$ cat src/hw/rtl/tfu_pkg.sv
// Package for the texel format unpacker: format codes, sizes, register indexes.
`default_nettype none
package tfu_pkg;
	localparam int CountBits = 29;

	typedef enum logic [4:0] {
		FMT_ALPHA8 = 5'd0, FMT_ARGB4444 = 5'd1, FMT_RGB24 = 5'd2, FMT_RGBA32 = 5'd3,
		FMT_ARGB32 = 5'd4, FMT_RGB565 = 5'd5, FMT_R16 = 5'd6, FMT_RGBA4444 = 5'd7,
		FMT_BGRA32 = 5'd8, FMT_RHALF = 5'd9, FMT_RGHALF = 5'd10, FMT_RGBAHALF = 5'd11,
		FMT_RFLOAT = 5'd12, FMT_RGFLOAT = 5'd13, FMT_RGBAFLOAT = 5'd14,
		FMT_RGB9E5 = 5'd15, FMT_RG16 = 5'd16, FMT_R8 = 5'd17
	} fmt_t;

	localparam logic [1:0] REG_FORMAT = 2'd0;
	localparam logic [1:0] REG_ENDIAN = 2'd1;
	localparam logic [1:0] REG_LIMIT  = 2'd2;

	// bytes per pixel minus one; unknown codes count as one byte
	function automatic logic [3:0] last_slot(input logic [4:0] f);
		logic [3:0] r;
		unique case (f)
			FMT_ALPHA8, FMT_R8: r = 4'd0;
			FMT_ARGB4444, FMT_RGB565, FMT_R16, FMT_RGBA4444, FMT_RHALF, FMT_RG16: r = 4'd1;
			FMT_RGB24: r = 4'd2;
			FMT_RGBA32, FMT_ARGB32, FMT_BGRA32, FMT_RGHALF, FMT_RFLOAT, FMT_RGB9E5: r = 4'd3;
			FMT_RGBAHALF, FMT_RGFLOAT: r = 4'd7;
			FMT_RGBAFLOAT: r = 4'd15;
			default: r = 4'd0;
		endcase
		return r;
	endfunction
endpackage
`default_nettype wire

$ cat src/hw/rtl/tfu_f2b.sv
// Float32 channel to byte: clamp to 0..1, round as fl(fl(v*255)+0.5), truncate.
`default_nettype none
module tfu_f2b (
	input  wire logic [31:0] bits,
	output logic      [7:0]  byte_out
);
	logic [7:0]  ex;
	logic [23:0] m;
	logic [31:0] p;
	logic [23:0] pr;
	logic [4:0]  ep;
	logic [63:0] q;
	logic [7:0]  qr;
	logic        lsb, rbit, sticky;

	always_comb begin
		ex = bits[30:23];
		m = {1'b1, bits[22:0]};
		p = 32'(m) * 32'd255;
		// p has 31 or 32 bits; round to 24 significant bits
		if (p[31]) begin
			lsb = p[8]; rbit = p[7]; sticky = |p[6:0];
			pr = p[31:8] + 24'((rbit && (sticky || lsb)) ? 1 : 0);
			ep = 5'd8;
		end else begin
			lsb = p[7]; rbit = p[6]; sticky = |p[5:0];
			pr = p[30:7] + 24'((rbit && (sticky || lsb)) ? 1 : 0);
			ep = 5'd7;
		end
		// value = pr * 2^(ep + ex - 150); place in units of 2^-35
		q = (64'(pr) << (ep + 5'(ex - 8'd115))) + (64'd1 << 34);
		// q < 2^43: result is q rounded to 24 significant bits, then >> 35
		qr = 8'(q >> 35);
		if (q[42]) begin
			if (q[18] && ((|q[17:0]) || q[19])) qr = 8'((q + (64'd1 << 19)) >> 35);
		end else if (q[41]) begin
			if (q[17] && ((|q[16:0]) || q[18])) qr = 8'((q + (64'd1 << 18)) >> 35);
		end else if (q[40]) begin
			if (q[16] && ((|q[15:0]) || q[17])) qr = 8'((q + (64'd1 << 17)) >> 35);
		end else if (q[39]) begin
			if (q[15] && ((|q[14:0]) || q[16])) qr = 8'((q + (64'd1 << 16)) >> 35);
		end else if (q[38]) begin
			if (q[14] && ((|q[13:0]) || q[15])) qr = 8'((q + (64'd1 << 15)) >> 35);
		end else if (q[37]) begin
			if (q[13] && ((|q[12:0]) || q[14])) qr = 8'((q + (64'd1 << 14)) >> 35);
		end else if (q[36]) begin
			if (q[12] && ((|q[11:0]) || q[13])) qr = 8'((q + (64'd1 << 13)) >> 35);
		end else if (q[35]) begin
			if (q[11] && ((|q[10:0]) || q[12])) qr = 8'((q + (64'd1 << 12)) >> 35);
		end else begin
			if (q[10] && ((|q[9:0]) || q[11])) qr = 8'((q + (64'd1 << 11)) >> 35);
		end
		if (bits[31]) byte_out = 8'd0;
		else if (ex == 8'hFF) byte_out = (bits[22:0] != 23'd0) ? 8'd0 : 8'd255;
		else if (ex >= 8'd127) byte_out = 8'd255;
		else if (ex < 8'd115) byte_out = 8'd0;
		else byte_out = qr;
	end
endmodule
`default_nettype wire

$ cat src/hw/rtl/tfu_decode.sv
// Pixel decode from gathered bytes to ARGB8888.
`default_nettype none
module tfu_decode (
	input  wire logic [127:0] pix,
	input  wire logic [4:0]   fmt,
	input  wire logic         be,
	output logic      [31:0]  argb
);
	logic [31:0] fin [4];
	logic [7:0]  fout [4];
	logic [15:0] w16 [8];
	logic [31:0] w32 [4];
	logic [7:0]  b [16];
	logic [31:0] v;
	logic [4:0]  ee;

	function automatic logic [31:0] h2f(input logic [15:0] h);
		logic [31:0] f;
		logic [3:0]  t;
		f = {h[15], 31'd0};
		if (h[14:10] == 5'h1F) f = {h[15], 8'hFF, h[9:0], 13'd0};
		else if (h[14:10] != 5'd0) f = {h[15], 8'(h[14:10]) + 8'd112, h[9:0], 13'd0};
		else if (h[9:0] != 10'd0) begin
			t = 4'd0;
			for (int i = 0; i < 10; i++) if (h[i]) t = 4'(i);
			f = {h[15], 8'(t) + 8'd103, 23'((23'(h[9:0]) << (5'd23 - 5'(t))))};
		end
		return f;
	endfunction

	function automatic logic [31:0] e5f(input logic [8:0] m, input logic [4:0] e);
		logic [3:0] t;
		logic [31:0] f;
		t = 4'd0;
		for (int i = 0; i < 9; i++) if (m[i]) t = 4'(i);
		f = {1'b0, 8'(t) + 8'(e) + 8'd103, 23'((23'(m) << (5'd23 - 5'(t))))};
		if (m == 9'd0) f = 32'd0;
		return f;
	endfunction

	function automatic logic [7:0] x4(input logic [3:0] n);
		return {n, n};
	endfunction

	for (genvar k = 0; k < 4; k++) begin : g_f
		tfu_f2b u_f2b (.bits(fin[k]), .byte_out(fout[k]));
	end

	always_comb begin
		for (int i = 0; i < 16; i++) b[i] = pix[8*i +: 8];
		for (int i = 0; i < 8; i++)
			w16[i] = be ? {b[2*i], b[2*i+1]} : {b[2*i+1], b[2*i]};
		for (int i = 0; i < 4; i++)
			w32[i] = be ? {w16[2*i], w16[2*i+1]} : {w16[2*i+1], w16[2*i]};
		v = w32[0];
		ee = v[31:27];
		for (int i = 0; i < 4; i++) fin[i] = 32'd0;
		unique case (fmt)
			tfu_pkg::FMT_RHALF: fin[0] = h2f(w16[0]);
			tfu_pkg::FMT_RGHALF: begin fin[0] = h2f(w16[0]); fin[1] = h2f(w16[1]); end
			tfu_pkg::FMT_RGBAHALF:
				for (int i = 0; i < 4; i++) fin[i] = h2f(w16[i]);
			tfu_pkg::FMT_RFLOAT: fin[0] = w32[0];
			tfu_pkg::FMT_RGFLOAT: begin fin[0] = w32[0]; fin[1] = w32[1]; end
			tfu_pkg::FMT_RGBAFLOAT:
				for (int i = 0; i < 4; i++) fin[i] = w32[i];
			tfu_pkg::FMT_RGB9E5: begin
				fin[0] = e5f(v[8:0], ee);
				fin[1] = e5f(v[17:9], ee);
				fin[2] = e5f(v[26:18], ee);
			end
			default: ;
		endcase
		unique case (fmt)
			tfu_pkg::FMT_ALPHA8: argb = {8'hFF, b[0], b[0], b[0]};
			tfu_pkg::FMT_ARGB4444: argb = {x4(w16[0][15:12]), x4(w16[0][11:8]),
				x4(w16[0][7:4]), x4(w16[0][3:0])};
			tfu_pkg::FMT_RGB24: argb = {8'hFF, b[0], b[1], b[2]};
			tfu_pkg::FMT_RGBA32: argb = {b[3], b[0], b[1], b[2]};
			tfu_pkg::FMT_ARGB32: argb = {b[0], b[1], b[2], b[3]};
			tfu_pkg::FMT_RGB565: argb = {8'hFF, w16[0][15:11], w16[0][15:13],
				w16[0][10:5], w16[0][10:9], w16[0][4:0], w16[0][4:2]};
			tfu_pkg::FMT_R16: argb = {8'hFF, w16[0][15:8], w16[0][15:8], w16[0][15:8]};
			tfu_pkg::FMT_RGBA4444: argb = {x4(w16[0][3:0]), x4(w16[0][15:12]),
				x4(w16[0][11:8]), x4(w16[0][7:4])};
			tfu_pkg::FMT_BGRA32: argb = {b[3], b[2], b[1], b[0]};
			tfu_pkg::FMT_RHALF, tfu_pkg::FMT_RFLOAT:
				argb = {8'hFF, fout[0], fout[0], fout[0]};
			tfu_pkg::FMT_RGHALF, tfu_pkg::FMT_RGFLOAT:
				argb = {8'hFF, fout[0], fout[1], 8'd0};
			tfu_pkg::FMT_RGBAHALF, tfu_pkg::FMT_RGBAFLOAT:
				argb = {fout[3], fout[0], fout[1], fout[2]};
			tfu_pkg::FMT_RGB9E5: argb = {8'hFF, fout[0], fout[1], fout[2]};
			tfu_pkg::FMT_RG16: argb = {8'hFF, b[0], b[1], 8'd0};
			default: argb = {8'hFF, b[0], 16'd0};
		endcase
	end
endmodule
`default_nettype wire

$ cat src/hw/rtl/texel_format_unpacker.sv
// Top level of the texel format unpacker.
// m_axis_tvalid follows a pixel's last byte through the pixel and result registers.
// Throughput: one byte per cycle; the pixel register and the result register advance
// whenever the result register is empty or m_axis_tready is high, so full rate runs
// while tready stays high.
// Reset: asynchronous, clears configuration, byte position, pixel count and valid flags.
`default_nettype none
module texel_format_unpacker (
	input  wire logic        clk,
	input  wire logic        arst_n,
	input  wire logic        cfg_we,
	input  wire logic [1:0]  cfg_index,
	input  wire logic [28:0] cfg_data,
	input  wire logic        s_axis_tvalid,
	output logic             s_axis_tready,
	input  wire logic [7:0]  s_axis_tdata,  // data_byte
	input  wire logic        s_axis_tuser,  // first_of_texture
	output logic             m_axis_tvalid,
	input  wire logic        m_axis_tready,
	output logic      [31:0] m_axis_tdata,  // argb
	output logic             m_axis_tlast   // final_pixel
);
	logic [4:0]   fmt_q;
	logic         be_q;
	logic [28:0]  limit_q;
	logic [7:0]   bytes_q [16];
	logic [3:0]   pos_q;
	logic [28:0]  done_q;
	logic         v_s1, last_s1, be_s1;
	logic [4:0]   fmt_s1;
	logic [127:0] pix_s1;
	logic [31:0]  argb;
	logic         adv1, acc;
	logic [3:0]   pos_n;
	logic [28:0]  done_n;
	logic         full, emit;

	assign adv1 = !m_axis_tvalid || m_axis_tready;
	assign s_axis_tready = !v_s1 || adv1;
	assign acc = s_axis_tvalid && s_axis_tready;

	always_comb begin
		pos_n = s_axis_tuser ? 4'd0 : pos_q;
		done_n = s_axis_tuser ? 29'd0 : done_q;
		full = pos_n >= tfu_pkg::last_slot(fmt_q);
		emit = full && fmt_q < 5'd18 && done_n < limit_q;
	end

	always_ff @(posedge clk or negedge arst_n) begin
		if (!arst_n) begin
			fmt_q <= 5'd0; be_q <= 1'b0; limit_q <= 29'd0;
			pos_q <= 4'd0; done_q <= 29'd0; v_s1 <= 1'b0; m_axis_tvalid <= 1'b0;
		end else begin
			if (cfg_we) begin
				unique case (cfg_index)
					tfu_pkg::REG_FORMAT: fmt_q <= cfg_data[4:0];
					tfu_pkg::REG_ENDIAN: be_q <= cfg_data[0];
					tfu_pkg::REG_LIMIT: limit_q <= cfg_data;
					default: ;
				endcase
			end
			if (acc) begin
				pos_q <= full ? 4'd0 : pos_n + 4'd1;
				done_q <= emit ? done_n + 29'd1 : done_n;
			end
			if (s_axis_tready) v_s1 <= acc && emit;
			if (adv1) m_axis_tvalid <= v_s1;
		end
	end

	always_ff @(posedge clk) begin
		if (acc) bytes_q[pos_n] <= s_axis_tdata;
		if (acc && emit) begin
			for (int i = 0; i < 16; i++)
				pix_s1[8*i +: 8] <= (4'(i) == pos_n) ? s_axis_tdata : bytes_q[i];
			fmt_s1 <= fmt_q;
			be_s1 <= be_q;
			last_s1 <= (done_n + 29'd1) == limit_q;
		end
		if (adv1 && v_s1) begin
			m_axis_tdata <= argb;
			m_axis_tlast <= last_s1;
		end
	end

	tfu_decode u_decode (.pix(pix_s1), .fmt(fmt_s1), .be(be_s1), .argb(argb));
endmodule
`default_nettype wire
$ cat config.mk
export PLATFORM = sky130hd
export DESIGN_NAME = texel_format_unpacker
export DESIGN_NICKNAME = d
export VERILOG_FILES = /design/src/hw/rtl/tfu_pkg.sv /design/src/hw/rtl/tfu_f2b.sv /design/src/hw/rtl/tfu_decode.sv /design/src/hw/rtl/texel_format_unpacker.sv
export SDC_FILE = /design/constraint.sdc
export NUM_CORES = 2
export LEC_CHECK = 0
export ABC_AREA = 1
export BUFFER_PORTS_ARGS = -buffer_cell sky130_fd_sc_hd__buf_2
export CAP_MARGIN = 20
export CORE_ASPECT_RATIO = 0.7
export CORE_MARGIN = 2
export CORE_UTILIZATION = 35
export DETAILED_ROUTE_END_ITERATION = 6
export GPL_TIMING_DRIVEN = 0
export HOLD_SLACK_MARGIN = 0.06
export PLACE_DENSITY = 0.61
export SLEW_MARGIN = 20
export SYNTH_ARGS = -nofsm -noshare
export SYNTH_HDL_FRONTEND = slang
export SYNTH_HIERARCHICAL = 1
export SYNTH_SLANG_ARGS = --single-unit
$ cat constraint.sdc
create_clock -name clk -period 15 [get_ports clk]
set_clock_uncertainty 0.15 [all_clocks]
set_input_delay 0.75 -clock clk [delete_from_list [all_inputs] [get_ports clk]]
set_output_delay 0.75 -clock clk [all_outputs]
set_load 0.02 [all_outputs]
==> results.ini <==
[outcome]
outcome = complete, no violations

[timing]
setup_tns_ns = 0
post-route-min-period_ns = 14.42
layout_worst_path_cycle_share = 0.961
timing.fmax_ghz = 0.0693
rsz0062_at_grt = false
finalMaxSlewViolations = 0
setup_violations = 0
tightest_slew_ns = 1.11
hold_violations = 0
layout_setup_ws_ns = 0.580
max_slew_margin = 0.258

[worst_setup_path]
cp_common_cell = nand2_1
start_kind = register
cp_top_family = adder cells
worstPathMaxFanout = 11
rr_worst_depth = 52
path_buf_inv = 13
crit_type = register to register
regToRegStartpoint = fmt_s1[4]$_DFFE_PP_
arrival_ns = 14.54
cp-end-kind = register
cpMaxStageDelayCell = clkbuf_1
startpoint = fmt_s1[4]$_DFFE_PP_
cp.depth = 52
crit_required_ns = 15.12
critical_path.max_stage_delay_ns = 0.75

[cells_and_area]
fill_cells = 20862
nNetsFinal = 11443
stdcell_count = 13247
drive_gt1_frac = 0.114
multi_input_area_mm2 = 0.0487
most-common-layout-cells = nand2_1, inv_1, nand3_1, nor2_1, fa_1
area_growth_pct = 7.69
layout_commonest_cell = nand2_1
seqCellArea_mm2 = 0.0106

[clocking]
cts_setup_buffers = 0
path_clk_slew_ns = 0.06
hold_buffers = 1
cts_resized = 0
cts_buffers = 40
root_buffer = clkbuf_16
clockBufferDepth = 3
htreeDepth = 2
cts.sinks = 366
cts_tree = yes
clk-insertion-delay-late_ns = 0.59

[grt]
grt_usage = 0.263
antenna_found_initial = 6
grt-ovfl-total = 0
grt_start_max_net_pins = 79
first_global_vias = 66152
grt_pass1_wl_mm = 404

[synth]
async_reset_ff_frac = 0.191
synth-warning-count = 6
syn_nets = 11307
yosysTopAreaCell = nand2_1
synthCells = 10476
netlist-cell-type-count = 93
synthesis.area_mm2 = 0.0677
synth-edff-count = 296
synth_top_area_frac = 0.166
synth_ff_type = edfxtp_1
synthTopCellsByArea = nand2_1, edfxtp_1, fa_1, nand3_1, inv_1
syn_avg_cell_area_um2 = 6.46
seq_area_frac_synth = 0.157
synth.ff_latch_count = 366

[floorplanning]
die_y_um = 372
initial_utilization = 0.351
core_mm2 = 0.193
rows = 135
io_pins = 80
die-area_mm2 = 0.197
fp.dieW_um = 530

[place]
dp_hpwl_mm = 224
gp_congestion = 1.01
placedCellCount = 13172
dp_slack_ns = 0.882
io_buffers = 79

[min_path]
hold_class = register to register
whs_path_depth = 0
min_from = last_s1$_DFFE_PP_

[drt]
ant_nets = 0
drt-initial-drc-count = 9189
drcViolationCount = 0
wl_per_cell_um = 19.9
wl_mm = 264
via_per_inst = 5.39
drtPass1Iterations = 7
num_vias = 71386

[job]
maxCapViolCount = 0

## cell usage after synthesis (all sizes together) (9+ instances only)
library cell and instances:
clkinv 21, xnor2 28, and2 17, a221oi 15, nor3 99, o22ai 29
or2 26, a21oi 364, buf 177, o21bai 11, o21ai 374, nand3 1474
o211ai 51, nor2 927, a22oi 11, ha 351, nand3b 28, xor2 82
o221ai 9, nand2 3260, inv 1854, a31oi 12, a211oi 31, nand4 234
clkbuf 79, fa 435, edfxtp 296, dfrtp 70, nor4 25, o2111ai 14
## state kept, by name, indices dropped and copies added (netlist names)
name           count
pix_s1           128
bytes_q          128
fmt_s1             5
last_s1            1
done_q            29
m_axis_tdata      32
m_axis_tvalid      1
be_q               1
limit_q           29
pos_q              4
fmt_q              5
m_axis_tlast       1
v_s1               1
be_s1              1
## routing by layer
layer | track usage | routed length [µm] | up-vias
met4 | 0.0254 | 2560 | 2
met2 | 0.366 | 103000 | 3332
li1 | - | - | 33855
met3 | 0.0454 | 28100 | 186
met1 | 0.424 | 130000 | 34011
met5 | 0 | 12 | -
## cell type report
type | count | share of cell area
Tap cell | 2603 | 0.0447
Clock buffer | 45 | 0.0140
Clock inverter | 28 | 0.00251
Antenna cell | 1 | 0.0000343
Buffer | 256 | 0.0198
Inverter | 1875 | 0.0967
Sequential cell | 366 | 0.146
Multi-Input combinational cell | 7979 | 0.668
Timing Repair Buffer | 94 | 0.00813
## per-stage QoR
stage	utilization	hold slack (ns)	instance area, µm²
detailed placement	0.372	0.271	71700
finish	0.378	0.273	72900
global placement	0.370	0.260	71400
floorplan	-	0.250	67700
global route	0.378	0.276	72900
CTS	0.378	0.258	72900
## final timing paths
check	to	slack (ns)
worst max-delay path	m_axis_tdata[0]$_DFFE_PP_	0.58
worst min-delay path	m_axis_tlast$_DFFE_PP_	0.27
worst max register to register	m_axis_tdata[0]$_DFFE_PP_	0.58
worst min register to register	m_axis_tlast$_DFFE_PP_	0.27
max in group asynchronous	fmt_q[2]$_DFFE_PN0P_	13.59
min in group asynchronous	limit_q[13]$_DFFE_PN0P_	0.51
## cell families (layout without fill, tap and decap cells)
group                    Yosys count  in the layout  synth area share
AND/OR/NAND/NOR                 6102           6102             0.422
buffers and inverters           2131           2298             0.125
AO/OA/AOI/OAI                    978            978            0.0861
adder cells (fa/ha/maj)          786            786             0.193
flip-flops                       366            366             0.157
XOR/XNOR                         112            112            0.0160
multiplexers                       1              1          0.000166
other                              0              1                 0
## worst reg2reg max path, delay by kind of cell (launching register included)
family	cells	cell delay [ns]
DFF	1	0.63
adders and majority gates	8	3.52
and+or+nand+nor	22	2.94
AOI/OAI and AO/OA	8	2.76
xor gates and xnor gates	1	0.72
buffers and inverters	13	3.42
Power is left out: the tool's default activity adds up to more than one toggle a clock period on the data nets, which glitch-free logic cannot reach.
